===== src/hw/rtl/tsl_pkg.sv =====
package tsl_pkg;

    // Position counter width; positions wrap modulo 2**POS_BITS.
    localparam int POS_BITS = 16;
    localparam int LEN_BITS = 16;
    localparam int OUT_POS_BITS = 16;
    localparam logic [LEN_BITS-1:0] LEN_MAX = '1;

    // Depth of the word queue between front and back.
    localparam int FIFO_DEPTH = 4;
    localparam int PTR_BITS = (FIFO_DEPTH > 1) ? $clog2(FIFO_DEPTH) : 1;
    localparam int CNT_BITS = $clog2(FIFO_DEPTH + 1);

    // Character codes used by the classifier.
    localparam logic [7:0] CH_SPACE = 8'h20;
    localparam logic [7:0] CH_TAB = 8'h09;
    localparam logic [7:0] CH_LF = 8'h0A;
    localparam logic [7:0] CH_CR = 8'h0D;
    localparam logic [7:0] CH_QUOTE = 8'h22;
    localparam logic [7:0] CH_EQUAL = 8'h3D;
    localparam logic [7:0] CH_BANG = 8'h21;
    localparam logic [7:0] CH_UNDERSCORE = 8'h5F;
    localparam logic [7:0] CH_DIGIT_0 = 8'h30;
    localparam logic [7:0] CH_DIGIT_9 = 8'h39;
    localparam logic [7:0] CH_LOWER_A = 8'h61;
    localparam logic [7:0] CH_LOWER_Z = 8'h7A;
    localparam logic [7:0] CH_UPPER_A = 8'h41;
    localparam logic [7:0] CH_UPPER_Z = 8'h5A;
    localparam logic [7:0] CH_PLUS = 8'h2B;
    localparam logic [7:0] CH_MINUS = 8'h2D;
    localparam logic [7:0] CH_STAR = 8'h2A;
    localparam logic [7:0] CH_SLASH = 8'h2F;
    localparam logic [7:0] CH_LT = 8'h3C;
    localparam logic [7:0] CH_GT = 8'h3E;
    localparam logic [7:0] CH_COMMA = 8'h2C;
    localparam logic [7:0] CH_SEMICOLON = 8'h3B;
    localparam logic [7:0] CH_COLON = 8'h3A;
    localparam logic [7:0] CH_LPAREN = 8'h28;
    localparam logic [7:0] CH_RPAREN = 8'h29;
    localparam logic [7:0] CH_LBRACE = 8'h7B;
    localparam logic [7:0] CH_RBRACE = 8'h7D;
    localparam logic [7:0] CH_LBRACKET = 8'h5B;
    localparam logic [7:0] CH_RBRACKET = 8'h5D;

    typedef enum logic [4:0] {
        KIND_ILLEGAL   = 5'd0,
        KIND_EOF       = 5'd1,
        KIND_IDENT     = 5'd2,
        KIND_INT       = 5'd3,
        KIND_STRING    = 5'd4,
        KIND_ASSIGN    = 5'd5,
        KIND_PLUS      = 5'd6,
        KIND_MINUS     = 5'd7,
        KIND_BANG      = 5'd8,
        KIND_ASTERISK  = 5'd9,
        KIND_SLASH     = 5'd10,
        KIND_LT        = 5'd11,
        KIND_GT        = 5'd12,
        KIND_EQ        = 5'd13,
        KIND_NOT_EQ    = 5'd14,
        KIND_COMMA     = 5'd15,
        KIND_SEMICOLON = 5'd16,
        KIND_COLON     = 5'd17,
        KIND_LPAREN    = 5'd18,
        KIND_RPAREN    = 5'd19,
        KIND_LBRACE    = 5'd20,
        KIND_RBRACE    = 5'd21,
        KIND_LBRACKET  = 5'd22,
        KIND_RBRACKET  = 5'd23
    } kind_t;

    typedef enum logic [2:0] {
        MODE_IDLE,
        MODE_IDENT,
        MODE_INT,
        MODE_STRING,
        MODE_PEND_EQ,
        MODE_PEND_BANG
    } mode_t;

    // One finished token.
    typedef struct packed {
        kind_t                   kind;
        logic [OUT_POS_BITS-1:0] start_pos;
        logic [LEN_BITS-1:0]     text_len;
    } tok_t;

    // All tokens caused by one input byte: one or two.
    typedef struct packed {
        logic two;
        tok_t tok0;
        tok_t tok1;
    } bundle_t;

    function automatic logic is_alpha(input logic [7:0] c);
        is_alpha = (c >= CH_LOWER_A && c <= CH_LOWER_Z)
                || (c >= CH_UPPER_A && c <= CH_UPPER_Z)
                || (c == CH_UNDERSCORE);
    endfunction

    function automatic logic is_digit(input logic [7:0] c);
        is_digit = (c >= CH_DIGIT_0 && c <= CH_DIGIT_9);
    endfunction

    function automatic logic is_space(input logic [7:0] c);
        is_space = (c == CH_SPACE) || (c == CH_TAB) || (c == CH_LF) || (c == CH_CR);
    endfunction

    function automatic kind_t single_kind(input logic [7:0] c);
        unique case (c)
            CH_PLUS:      single_kind = KIND_PLUS;
            CH_MINUS:     single_kind = KIND_MINUS;
            CH_STAR:      single_kind = KIND_ASTERISK;
            CH_SLASH:     single_kind = KIND_SLASH;
            CH_LT:        single_kind = KIND_LT;
            CH_GT:        single_kind = KIND_GT;
            CH_COMMA:     single_kind = KIND_COMMA;
            CH_SEMICOLON: single_kind = KIND_SEMICOLON;
            CH_COLON:     single_kind = KIND_COLON;
            CH_LPAREN:    single_kind = KIND_LPAREN;
            CH_RPAREN:    single_kind = KIND_RPAREN;
            CH_LBRACE:    single_kind = KIND_LBRACE;
            CH_RBRACE:    single_kind = KIND_RBRACE;
            CH_LBRACKET:  single_kind = KIND_LBRACKET;
            CH_RBRACKET:  single_kind = KIND_RBRACKET;
            default:      single_kind = KIND_ILLEGAL;
        endcase
    endfunction

endpackage


===== src/hw/rtl/tsl_front.sv =====
module tsl_front (
    input  logic              aclk,
    input  logic              aresetn,
    input  logic              in_accept,
    input  logic [7:0]        in_ch,
    input  logic              in_is_end,
    output logic              push,
    output tsl_pkg::bundle_t  push_bundle
);

    tsl_pkg::mode_t                  mode_reg, mode_next;
    logic [tsl_pkg::POS_BITS-1:0]    start_reg, start_next;
    logic [tsl_pkg::LEN_BITS-1:0]    len_reg, len_next;
    logic [tsl_pkg::POS_BITS-1:0]    pos_reg, pos_next;

    logic [tsl_pkg::POS_BITS-1:0]    pos_inc;
    logic [tsl_pkg::LEN_BITS-1:0]    len_grow;
    logic                            flush_valid;
    tsl_pkg::tok_t                   flush_tok;
    logic                            restart;
    logic                            second_valid;
    tsl_pkg::tok_t                   second_tok;

    assign pos_inc  = pos_reg + {{(tsl_pkg::POS_BITS-1){1'b0}}, 1'b1};
    assign len_grow = (len_reg == tsl_pkg::LEN_MAX) ? len_reg
                                                    : len_reg + {{(tsl_pkg::LEN_BITS-1){1'b0}}, 1'b1};

    // Lexer state update and token generation for one byte.
    always_comb begin
        mode_next    = mode_reg;
        start_next   = start_reg;
        len_next     = len_reg;
        pos_next     = pos_inc;
        flush_valid  = 1'b0;
        flush_tok.kind      = tsl_pkg::KIND_ILLEGAL;
        flush_tok.start_pos = tsl_pkg::OUT_POS_BITS'(start_reg);
        flush_tok.text_len  = len_reg;
        restart      = 1'b0;
        second_valid = 1'b0;
        second_tok.kind      = tsl_pkg::KIND_EOF;
        second_tok.start_pos = tsl_pkg::OUT_POS_BITS'(pos_reg);
        second_tok.text_len  = '0;

        if (in_is_end) begin
            // Flush the pending token, then EOF, then back to reset state.
            unique case (mode_reg)
                tsl_pkg::MODE_IDENT: begin
                    flush_valid = 1'b1;
                    flush_tok.kind = tsl_pkg::KIND_IDENT;
                end
                tsl_pkg::MODE_INT: begin
                    flush_valid = 1'b1;
                    flush_tok.kind = tsl_pkg::KIND_INT;
                end
                tsl_pkg::MODE_STRING: begin
                    flush_valid = 1'b1;
                    flush_tok.kind = tsl_pkg::KIND_STRING;
                end
                tsl_pkg::MODE_PEND_EQ: begin
                    flush_valid = 1'b1;
                    flush_tok.kind = tsl_pkg::KIND_ASSIGN;
                    flush_tok.text_len = tsl_pkg::LEN_BITS'(1);
                end
                tsl_pkg::MODE_PEND_BANG: begin
                    flush_valid = 1'b1;
                    flush_tok.kind = tsl_pkg::KIND_BANG;
                    flush_tok.text_len = tsl_pkg::LEN_BITS'(1);
                end
                default: begin
                end
            endcase
            second_valid = 1'b1;
            mode_next  = tsl_pkg::MODE_IDLE;
            start_next = '0;
            len_next   = '0;
            pos_next   = '0;
        end else begin
            // Continue or close the pending token.
            unique case (mode_reg)
                tsl_pkg::MODE_IDENT: begin
                    if (tsl_pkg::is_alpha(in_ch)) begin
                        len_next = len_grow;
                    end else begin
                        flush_valid = 1'b1;
                        flush_tok.kind = tsl_pkg::KIND_IDENT;
                        restart = 1'b1;
                    end
                end
                tsl_pkg::MODE_INT: begin
                    if (tsl_pkg::is_digit(in_ch)) begin
                        len_next = len_grow;
                    end else begin
                        flush_valid = 1'b1;
                        flush_tok.kind = tsl_pkg::KIND_INT;
                        restart = 1'b1;
                    end
                end
                tsl_pkg::MODE_STRING: begin
                    if (in_ch == tsl_pkg::CH_QUOTE) begin
                        flush_valid = 1'b1;
                        flush_tok.kind = tsl_pkg::KIND_STRING;
                        mode_next = tsl_pkg::MODE_IDLE;
                    end else begin
                        len_next = len_grow;
                    end
                end
                tsl_pkg::MODE_PEND_EQ, tsl_pkg::MODE_PEND_BANG: begin
                    flush_valid = 1'b1;
                    if (in_ch == tsl_pkg::CH_EQUAL) begin
                        flush_tok.kind = (mode_reg == tsl_pkg::MODE_PEND_EQ)
                                       ? tsl_pkg::KIND_EQ : tsl_pkg::KIND_NOT_EQ;
                        flush_tok.text_len = tsl_pkg::LEN_BITS'(2);
                        mode_next = tsl_pkg::MODE_IDLE;
                    end else begin
                        flush_tok.kind = (mode_reg == tsl_pkg::MODE_PEND_EQ)
                                       ? tsl_pkg::KIND_ASSIGN : tsl_pkg::KIND_BANG;
                        flush_tok.text_len = tsl_pkg::LEN_BITS'(1);
                        restart = 1'b1;
                    end
                end
                default: begin
                    restart = 1'b1;
                end
            endcase

            // Lex the byte afresh when no token holds it.
            if (restart) begin
                mode_next = tsl_pkg::MODE_IDLE;
                priority if (tsl_pkg::is_space(in_ch)) begin
                    mode_next = tsl_pkg::MODE_IDLE;
                end else if (tsl_pkg::is_alpha(in_ch)) begin
                    mode_next  = tsl_pkg::MODE_IDENT;
                    start_next = pos_reg;
                    len_next   = tsl_pkg::LEN_BITS'(1);
                end else if (tsl_pkg::is_digit(in_ch)) begin
                    mode_next  = tsl_pkg::MODE_INT;
                    start_next = pos_reg;
                    len_next   = tsl_pkg::LEN_BITS'(1);
                end else if (in_ch == tsl_pkg::CH_QUOTE) begin
                    mode_next  = tsl_pkg::MODE_STRING;
                    start_next = pos_inc;
                    len_next   = '0;
                end else if (in_ch == tsl_pkg::CH_EQUAL) begin
                    mode_next  = tsl_pkg::MODE_PEND_EQ;
                    start_next = pos_reg;
                    len_next   = tsl_pkg::LEN_BITS'(1);
                end else if (in_ch == tsl_pkg::CH_BANG) begin
                    mode_next  = tsl_pkg::MODE_PEND_BANG;
                    start_next = pos_reg;
                    len_next   = tsl_pkg::LEN_BITS'(1);
                end else begin
                    second_valid = 1'b1;
                    second_tok.kind = tsl_pkg::single_kind(in_ch);
                    second_tok.start_pos = tsl_pkg::OUT_POS_BITS'(pos_reg);
                    second_tok.text_len = tsl_pkg::LEN_BITS'(1);
                    start_next = pos_reg;
                    len_next   = tsl_pkg::LEN_BITS'(1);
                end
            end
        end
    end

    // Pack the tokens of this byte into one queue word.
    always_comb begin
        push = in_accept && (flush_valid || second_valid);
        push_bundle.two  = flush_valid && second_valid;
        push_bundle.tok0 = flush_valid ? flush_tok : second_tok;
        push_bundle.tok1 = second_tok;
    end

    always_ff @(posedge aclk) begin
        if (!aresetn) begin
            mode_reg  <= tsl_pkg::MODE_IDLE;
            start_reg <= '0;
            len_reg   <= '0;
            pos_reg   <= '0;
        end else if (in_accept) begin
            mode_reg  <= mode_next;
            start_reg <= start_next;
            len_reg   <= len_next;
            pos_reg   <= pos_next;
        end
    end

endmodule


===== src/hw/rtl/tsl_fifo.sv =====
module tsl_fifo (
    input  logic              aclk,
    input  logic              aresetn,
    input  logic              push,
    input  tsl_pkg::bundle_t  push_bundle,
    input  logic              pop,
    output tsl_pkg::bundle_t  head_bundle,
    output logic              empty,
    output logic              full
);

    tsl_pkg::bundle_t              mem_reg [tsl_pkg::FIFO_DEPTH];
    logic [tsl_pkg::PTR_BITS-1:0]  wr_ptr_reg, wr_ptr_next;
    logic [tsl_pkg::PTR_BITS-1:0]  rd_ptr_reg, rd_ptr_next;
    logic [tsl_pkg::CNT_BITS-1:0]  cnt_reg, cnt_next;
    logic                          do_push;
    logic                          do_pop;

    assign empty       = (cnt_reg == '0);
    assign full        = (cnt_reg == tsl_pkg::CNT_BITS'(tsl_pkg::FIFO_DEPTH));
    assign head_bundle = mem_reg[rd_ptr_reg];
    assign do_push     = push && !full;
    assign do_pop      = pop && !empty;

    // Pointer and fill count update with explicit wrap.
    always_comb begin
        wr_ptr_next = wr_ptr_reg;
        rd_ptr_next = rd_ptr_reg;
        cnt_next    = cnt_reg;
        if (do_push) begin
            wr_ptr_next = (wr_ptr_reg == tsl_pkg::PTR_BITS'(tsl_pkg::FIFO_DEPTH - 1))
                        ? '0 : wr_ptr_reg + {{(tsl_pkg::PTR_BITS-1){1'b0}}, 1'b1};
        end
        if (do_pop) begin
            rd_ptr_next = (rd_ptr_reg == tsl_pkg::PTR_BITS'(tsl_pkg::FIFO_DEPTH - 1))
                        ? '0 : rd_ptr_reg + {{(tsl_pkg::PTR_BITS-1){1'b0}}, 1'b1};
        end
        if (do_push && !do_pop) begin
            cnt_next = cnt_reg + {{(tsl_pkg::CNT_BITS-1){1'b0}}, 1'b1};
        end else if (do_pop && !do_push) begin
            cnt_next = cnt_reg - {{(tsl_pkg::CNT_BITS-1){1'b0}}, 1'b1};
        end
    end

    always_ff @(posedge aclk) begin
        if (!aresetn) begin
            wr_ptr_reg <= '0;
            rd_ptr_reg <= '0;
            cnt_reg    <= '0;
        end else begin
            wr_ptr_reg <= wr_ptr_next;
            rd_ptr_reg <= rd_ptr_next;
            cnt_reg    <= cnt_next;
        end
    end

    // Queue storage holds payload only.
    always_ff @(posedge aclk) begin
        if (do_push) begin
            mem_reg[wr_ptr_reg] <= push_bundle;
        end
    end

endmodule


===== src/hw/rtl/tsl_back.sv =====
module tsl_back (
    input  logic                               aclk,
    input  logic                               aresetn,
    input  tsl_pkg::bundle_t                   head_bundle,
    input  logic                               empty,
    output logic                               pop,
    output logic                               m_valid,
    input  logic                               m_ready,
    output logic [4:0]                         m_kind,
    output logic [tsl_pkg::OUT_POS_BITS-1:0]   m_start_pos,
    output logic [tsl_pkg::LEN_BITS-1:0]       m_text_len,
    output logic                               m_last_of_run
);

    logic                 valid_reg, valid_next;
    logic                 half_reg, half_next;
    tsl_pkg::tok_t        tok_reg, tok_next;
    logic                 last_reg, last_next;
    logic                 load;

    // The output register takes a new word when it is empty or being taken.
    assign load = !valid_reg || m_ready;

    always_comb begin
        valid_next = valid_reg;
        half_next  = half_reg;
        tok_next   = tok_reg;
        last_next  = last_reg;
        pop        = 1'b0;
        if (load) begin
            valid_next = !empty;
            if (!empty) begin
                if (head_bundle.two && !half_reg) begin
                    // First of two tokens: keep the queue word for the second.
                    tok_next  = head_bundle.tok0;
                    last_next = 1'b0;
                    half_next = 1'b1;
                end else begin
                    tok_next  = half_reg ? head_bundle.tok1 : head_bundle.tok0;
                    last_next = 1'b1;
                    half_next = 1'b0;
                    pop       = 1'b1;
                end
            end
        end
    end

    always_ff @(posedge aclk) begin
        if (!aresetn) begin
            valid_reg <= 1'b0;
            half_reg  <= 1'b0;
        end else begin
            valid_reg <= valid_next;
            half_reg  <= half_next;
        end
    end

    always_ff @(posedge aclk) begin
        tok_reg  <= tok_next;
        last_reg <= last_next;
    end

    assign m_valid       = valid_reg;
    assign m_kind        = tok_reg.kind;
    assign m_start_pos   = tok_reg.start_pos;
    assign m_text_len    = tok_reg.text_len;
    assign m_last_of_run = last_reg;

endmodule


===== src/hw/rtl/token_stream_lexer.sv =====
// Channel | Direction | Ports
// --------+-----------+-----------------------------------------------------------------
// input   | in        | s_valid, s_ready, s_ch, s_is_end
// result  | out       | m_valid, m_ready, m_kind, m_start_pos, m_text_len, m_last_of_run
//
// One byte word is accepted per cycle while s_ready is high; results leave one word per
// cycle unless m_ready stalls; a token end plus an operator yields two result words.
// The first result of a byte is queued, then loaded into the output register.
// Synchronous active-low reset clears the lexer mode, position, queue and output valid.
// A stalled result side fills the four-entry queue, after which s_ready drops.
module token_stream_lexer (
    input  logic                               aclk,
    input  logic                               aresetn,
    input  logic                               s_valid,
    output logic                               s_ready,
    input  logic [7:0]                         s_ch,
    input  logic                               s_is_end,
    output logic                               m_valid,
    input  logic                               m_ready,
    output logic [4:0]                         m_kind,
    output logic [tsl_pkg::OUT_POS_BITS-1:0]   m_start_pos,
    output logic [tsl_pkg::LEN_BITS-1:0]       m_text_len,
    output logic                               m_last_of_run
);

    logic              in_accept;
    logic              push;
    tsl_pkg::bundle_t  push_bundle;
    logic              pop;
    tsl_pkg::bundle_t  head_bundle;
    logic              empty;
    logic              full;

    assign s_ready   = !full;
    assign in_accept = s_valid && s_ready;

    // Front: byte classification and lexer state.
    tsl_front u_front (
        .aclk        (aclk),
        .aresetn     (aresetn),
        .in_accept   (in_accept),
        .in_ch       (s_ch),
        .in_is_end   (s_is_end),
        .push        (push),
        .push_bundle (push_bundle)
    );

    // Queue of token words between front and back.
    tsl_fifo u_fifo (
        .aclk        (aclk),
        .aresetn     (aresetn),
        .push        (push),
        .push_bundle (push_bundle),
        .pop         (pop),
        .head_bundle (head_bundle),
        .empty       (empty),
        .full        (full)
    );

    // Back: splits each queue word into result words.
    tsl_back u_back (
        .aclk          (aclk),
        .aresetn       (aresetn),
        .head_bundle   (head_bundle),
        .empty         (empty),
        .pop           (pop),
        .m_valid       (m_valid),
        .m_ready       (m_ready),
        .m_kind        (m_kind),
        .m_start_pos   (m_start_pos),
        .m_text_len    (m_text_len),
        .m_last_of_run (m_last_of_run)
    );

endmodule


===== config.mk =====
export PLATFORM = sky130hd
export DESIGN_NAME = token_stream_lexer
export DESIGN_NICKNAME = d
export VERILOG_FILES = /design/src/hw/rtl/tsl_pkg.sv /design/src/hw/rtl/tsl_front.sv /design/src/hw/rtl/tsl_fifo.sv /design/src/hw/rtl/tsl_back.sv /design/src/hw/rtl/token_stream_lexer.sv
export SDC_FILE = /design/constraint.sdc
export NUM_CORES = 1
export LEC_CHECK = 0
export ABC_AREA = 1
export BUFFER_PORTS_ARGS = -buffer_cell sky130_fd_sc_hd__buf_2
export CAP_MARGIN = 10
export CELL_PAD_IN_SITES_DETAIL_PLACEMENT = 0
export CELL_PAD_IN_SITES_GLOBAL_PLACEMENT = 1
export CORE_MARGIN = 3
export CORE_UTILIZATION = 53
export DETAILED_ROUTE_END_ITERATION = 7
export PLACE_DENSITY_LB_ADDON = 0.1
export SYNTH_ARGS = -nofsm -noshare
export SYNTH_HDL_FRONTEND = slang
export SYNTH_SLANG_ARGS = --single-unit

===== constraint.sdc =====
create_clock -name aclk -period 16.2 [get_ports aclk]
set_input_delay 3.24 -clock aclk [delete_from_list [all_inputs] [get_ports aclk]]
set_output_delay 3.24 -clock aclk [all_outputs]
set_load 0.03 [all_outputs]

Word level (Yosys, flattened, before mapping). Memory sizes are Yosys's and may differ from the RTL's. A register that Yosys moved wholly into a read port is not among the register bits. Cells that the tools add are included.

Memory bits (writable): 300. Word-level logic and storage cells: 178. Bits in registers: 98. Memories: 1. Input bits: 13.

Order comparisons: 6. Muxes and demuxes: 83. Add/sub/neg operators: 6. Eq/ne operators: 35. Reductions and logical operators: 33. Bitwise operators: 1.

Memories: u_fifo.mem_reg (depth 4, width 75, read ports 1, clocked after Yosys merged registers in 1, write ports 1, RTL line tsl_fifo.sv:12) `tsl_pkg::bundle_t mem_reg [tsl_pkg::FIFO_DEPTH];`.

Operators with widths (count): two-way mux 37 bit (11); two-way mux 16 bit (19); == test 8 x 6 -> 1 bit (second input constant) (15); one-hot mux 5 bit (15 select lines) (1); one-hot mux 16 bit (3 select lines) (1); == test 8 x 7 -> 1 bit (second input constant) (5); two-way mux 3 bit (13); adder 16 x 1 -> 16 bit (second input constant) (2); == test 8 x 4 -> 1 bit (second input constant) (3); two-way mux 1 bit (22); one-hot mux 4 bit (5 select lines) (1); one-hot mux 5 bit (4 select lines) (1); == test 16 bit (second input constant) (1); >= comparator 8 x 7 -> 1 bit (second input constant) (2); <= comparator 8 x 7 -> 1 bit (second input constant) (2); two-way mux 2 bit (8); logical AND 1 bit (11); two-way mux 5 bit (2); == test 3 bit (second input constant) (3); >= comparator 8 x 6 -> 1 bit (second input constant) (1); <= comparator 8 x 6 -> 1 bit (second input constant) (1); one-hot mux 1 bit (4 select lines) (2); logical OR 1 bit (7); == test 3 x 2 -> 1 bit (second input constant) (2); 20 further kinds (28).

Logic depth before layout (Yosys ltp).
Depth after elaboration: 16. Gate-level depth with buffers: 21. Mapped depth without buffers: 20.

Modules after synthesis. A second synthesis with hierarchy kept.

Cell total of the unflattened synthesis: 1755. Area total of the unflattened synthesis: 18452.7 um^2.

By module, submodules not included: tsl_fifo (times used 1, area each 12233.0 um^2, cells an instance 797); tsl_front (times used 1, area each 4476.8 um^2, cells an instance 783); tsl_back (times used 1, area each 1729.2 um^2, cells an instance 172); token_stream_lexer (times used 1, area each 13.8 um^2, cells an instance 3).

Least setup slack after synthesis. OpenSTA, ideal clock, no wires.

Kind: input -> register. Start: input s_ch[1]. End: memory u_fifo.mem_reg[0][0] in the netlist's numbering, enable pin. Path buffers: 1. Data arrival time: 6920 ps. Stages on the path: 13. Library setup time: 478 ps. Path slack: 8801 ps. Required time: 15722 ps. Cells stage by stage: buf_2 inv_2 nor2_1 inv_2 nand3_1 nand2_1 nor2_1 nand2_1 nor2_1 nand2_2 nand3_2 nand2_1 nor2_1.

Word-level cells in the longest chain between the ends: 14. Elaborated cells between the ends (all ways): 43.

Ends and longest elaborated chain: start, declared (RTL line token_stream_lexer.sv:16) `input logic [7:0] s_ch,`; >= comparator 8 x 7 -> 1 bit, or another cell as far along (RTL line tsl_pkg.sv:96) `is_alpha = (c >= CH_LOWER_A && c <= CH_LOWER_Z)`; logical AND 1 bit, or another cell as far along (RTL line tsl_pkg.sv:96); logical OR 1 bit or two-way mux 1 bit (tied branches) (RTL line tsl_pkg.sv:97, tsl_front.sv:143); logical OR 1 bit or two-way mux 1 bit (tied branches) (RTL line tsl_pkg.sv:98, tsl_front.sv:139); two-way mux 1 bit (on tied branches) (RTL line tsl_front.sv:81, tsl_front.sv:135); one-hot mux 1 bit (4 select lines) or two-way mux 1 bit (tied branches) (RTL line tsl_front.sv:79, tsl_front.sv:131); two-way mux 1 bit (on tied branches) (RTL line tsl_front.sv:44, tsl_front.sv:129); two-way mux 1 bit (RTL line tsl_front.sv:127) `if (restart) begin`; two-way mux 1 bit (RTL line tsl_front.sv:44) `if (in_is_end) begin`; logical OR 1 bit (*) (RTL line tsl_front.sv:165) `push = in_accept && (flush_valid || second_valid);`; logical AND 1 bit (*) (RTL line tsl_front.sv:165); logical AND 1 bit (*) (RTL line tsl_fifo.sv:22) `assign do_push = push && !full;`; two-way mux 1 bit (*) (RTL line tsl_fifo.sv:59) `if (do_push) begin`; two-way mux 1 bit (not written as such) (*) (RTL line tsl_fifo.sv:60) `mem_reg[wr_ptr_reg] <= push_bundle;`; end, declared (RTL line tsl_fifo.sv:12).

Every way passes the cells marked *; elsewhere a longest branch is shown, timed or not. The select of a mux whose other input is x is not followed.

Worst setup path in the final report.
Start: input s_ch[3]. End: memory u_fifo.mem_reg[2][46] in the netlist's numbering, enable pin.

The elaborated chain is that of the path after synthesis.

==> flow_summary_export.csv <==
group,metric,value,unit
global_route,overflow,0,
floorplanning,coreArea,27300,sq um
setup_path,r2r_slack,12.35,ns
run,cap_violations,0,
yosys,yosysWarnings,0,
clock_network,holdBufCountCts,0,
yosys,synth_fa_ha_area_share,0.805,%
setup_path,crit_slowest_cell,"nor2_4",
layout,area.growth.synth_to_final,11.9,%
pwr,power_density,161,nW/um^2
clock_network,clk_path_buf_depth,3,
sta,grt_setup_unrepaired,"false",
outcome,status,"finished, final reports clean",
setup_path,critPathLaunchType,"input pin",
sta,slew_headroom,36.5,%
detailed_routing,drtAntennaViolNets,0,
detailed_routing,vias,10800,
yosys,ys_seq_area_share,64.3,%
layout,num-nets-final,1543,
setup_path,crit_required,16.35,ns
sta,tns,0,ns
yosys,synth_flop_cell,"edfxtp_1",
clock_network,clk_pin_slew,0.06,ns
clock_network,numCtsBuffers,37,
yosys,ys_seq_elements,340,
yosys,synth.distinct_cells,47,
sta,fin_skew,0.0114,ns
layout,drive_gt1_share,11.8,%
floorplanning,die_area,30200,sq um
setup_path,cp_max_fo,34,
global_route,grt_pass1_vias,10200,
sta,hold_violations,0,
yosys,syn-num-nets,1512,
global_route,antenna_found_initial,1,
clock_network,root_buffer,"clkbuf_16",
setup_path,arrival,6.37,ns
pwr,leakagePower,0.00591,uW
placement,io_buffers,52,
detailed_routing,dr_wl_met3,2140,um
layout,fillCellCount,2265,
detailed_routing,drt-wirelength-per-cell,18.9,um
yosys,synthCells,1490,
setup_path,path_cells,"buf_2, nor2_2, nand3_1, nand2_1, inv_1, nand3_2, nand2_2, nand3_4, nand2_2, nand3_2, nand2_1, nor2_4, buf_4",
setup_path,cp_top_family,"simple AND/OR/NAND/NOR gates",
clock_network,cts_resized,0,
layout,final_common_cell,"nor2_1",
yosys,synth_xor_area_share,0.470,%
yosys,synthSimpleGateAreaFrac,18.4,%
global_route,grt_usage,23.9,%
yosys,synth_edf_count,278,
placement,hpwl,22100,um
global_route,grt_max_degree,99,
detailed_routing,firstDrtPassIters,5,
yosys,synth_top_cell_area_share,55.9,%
sta,finalCriticalPeriod,6.22,ns
layout,largest_register_ffs,240,
yosys,synth_mux_area_share,0,%
pwr,peakVddDrop,0.000182,V
yosys,synth_largest_area_cell,"edfxtp_1",
clock_network,ctsHtreeMaxLevel,2,
layout,final_cell_mix,"307 x nor2_1, 278 x edfxtp_1, 201 x nand2_1, 175 x o21ai_0, 82 x inv_1",
sta,setup_viol,0,
setup_path,end_kind,"register",
detailed_routing,wl_met2,16000,um
sta,drv_slew,0,
setup_path,cp_slowest_stage_delay,0.79,ns
sta,tightest_slew,0.952,ns
clock_network,clkLatencyLatePin,0.52,ns
floorplanning,rows,60,
detailed_routing,routed_wl,36200,um
yosys,syn_area_per_cell,10.0,sq um
floorplanning,die_height,174,um
floorplanning,die_w,174,um
floorplanning,io_pins,53,
detailed_routing,drt_iter0_markers,1042,
min_path,hold_path_class,"reg -> reg",
clock_network,cts_tree,"yes",
setup_path,worstSetupPathType,"in -> reg",
detailed_routing,top_layer_used,"met5",
floorplanning,start_util,54.6,%
clock_network,clock_sinks,340,
clock_network,post_cts_buffers,0,
detailed_routing,drc,0,
sta,whs,0.447,ns
yosys,synth_area,14900,sq um
placement,gp_congestion,0.896,
yosys,synth_top_family_by_area,"simple AND/OR/NAND/NOR gates",
pwr,finalPower,2690,uW
yosys,ys_async_sr_fraction,0,%
yosys,synthTopCellsByArea,"edfxtp_1 56%, dfxtp_1 8.3%, nor2_1 7.8%",
sta,period_share,38.4,%
detailed_routing,m1WireLength,17300,um
global_route,grt_pass1_wl,57100,um
sta,fmax,161,MHz
detailed_routing,routed_via_density,5.63,
yosys,synth_compound_area_share,11.5,%
setup_path,path_buf_inv,3,
layout,n_antenna_cell,0,
-- cells in the mapped netlist (2+ instances only) --
cell	instances
o22ai_1	25
nor4_1	2
o21ai_0	175
xor2_1	8
nor3_2	4
buf_6	3
buf_2	11
a21oi_1	66
o21ai_1	4
or2_2	3
o211ai_1	3
nor2_4	5
inv_2	13
nor2_1	312
nand4_1	14
a211oi_1	2
buf_4	2
nor2_2	4
dfxtp_1	62
o21a_1	2
nor3_1	31
nand3_2	3
a21oi_2	5
nand2_1	201
buf_1	5
nand2_2	8
edfxtp_1	278
inv_1	84
clkbuf_1	51
a22oi_1	2
nand3_1	52
a31oi_1	28
ha_1	8
-- final timing paths --
path | start | end | cells past startpoint
hold reg to reg | u_front.start_reg[13] | u_front.start_reg[13] | 2
hold / removal | u_front.start_reg[13] | u_front.start_reg[13] | 2
setup reg to reg | u_front.mode_reg[2] | u_fifo.mem_reg[2][46] | 12
setup / recovery | s_ch[3] | u_fifo.mem_reg[2][46] | 13
-- worst min-delay path, stage by stage (launching register included) --
cell and delay (ns):
dfxtp_1 0.32, nand2_1 0.05, nand2_1 0.05
-- per-stage QoR --
| stage | setup slack [ns] | cell area (sq um) | utilization [%] | instances |
|---|---|---|---|---|
| 2_1_floorplan | 8.80 | 14900 | - | 1490 |
| 3_3_place_gp | 9.50 | 15500 | 56.7 | 1854 |
| 3_5_place_dp | 9.45 | 15500 | 56.7 | 1854 |
| 4_1_cts | 9.98 | 16700 | 61.1 | 1920 |
| 5_1_grt | 9.74 | 16700 | 61.1 | 1920 |
| 6_report | 9.98 | 16700 | 61.1 | 1920 |
-- power by group --
part	switching [uW]	leakage, uW	internal [uW]
logic	516	0.00222	181
clock network	332	0.000600	500
registers	53.8	0.00309	1100
-- per-layer routing --
| layer | track usage [%] | vias up |
|---|---|---|
| met3 | 4.05 | 55 |
| met2 | 36.7 | 301 |
| met5 | 0 | - |
| li1 | - | 5220 |
| met1 | 35.7 | 5226 |
| met4 | 6.33 | 2 |
-- area by class of cell --
cell class	count	area (sq um)	area share (%)
clock buffer	45	986	5.90
clock inverter	21	225	1.35
inverter	97	364	2.18
multi-input combinational	980	4700	28.1
sequential	340	9600	57.5
tap	372	465	2.79
timing repair buffer	65	358	2.14
-- kinds of logic after synthesis --
family | Yosys count
AND/OR/NAND/NOR | 645
AO/OA/AOI/OAI | 318
adder cells (fa/ha/maj) | 9
flip-flops | 340
XOR/XNOR | 8
buffers and inverters | 170
Note: power is estimated with default switching activity, not from simulation.
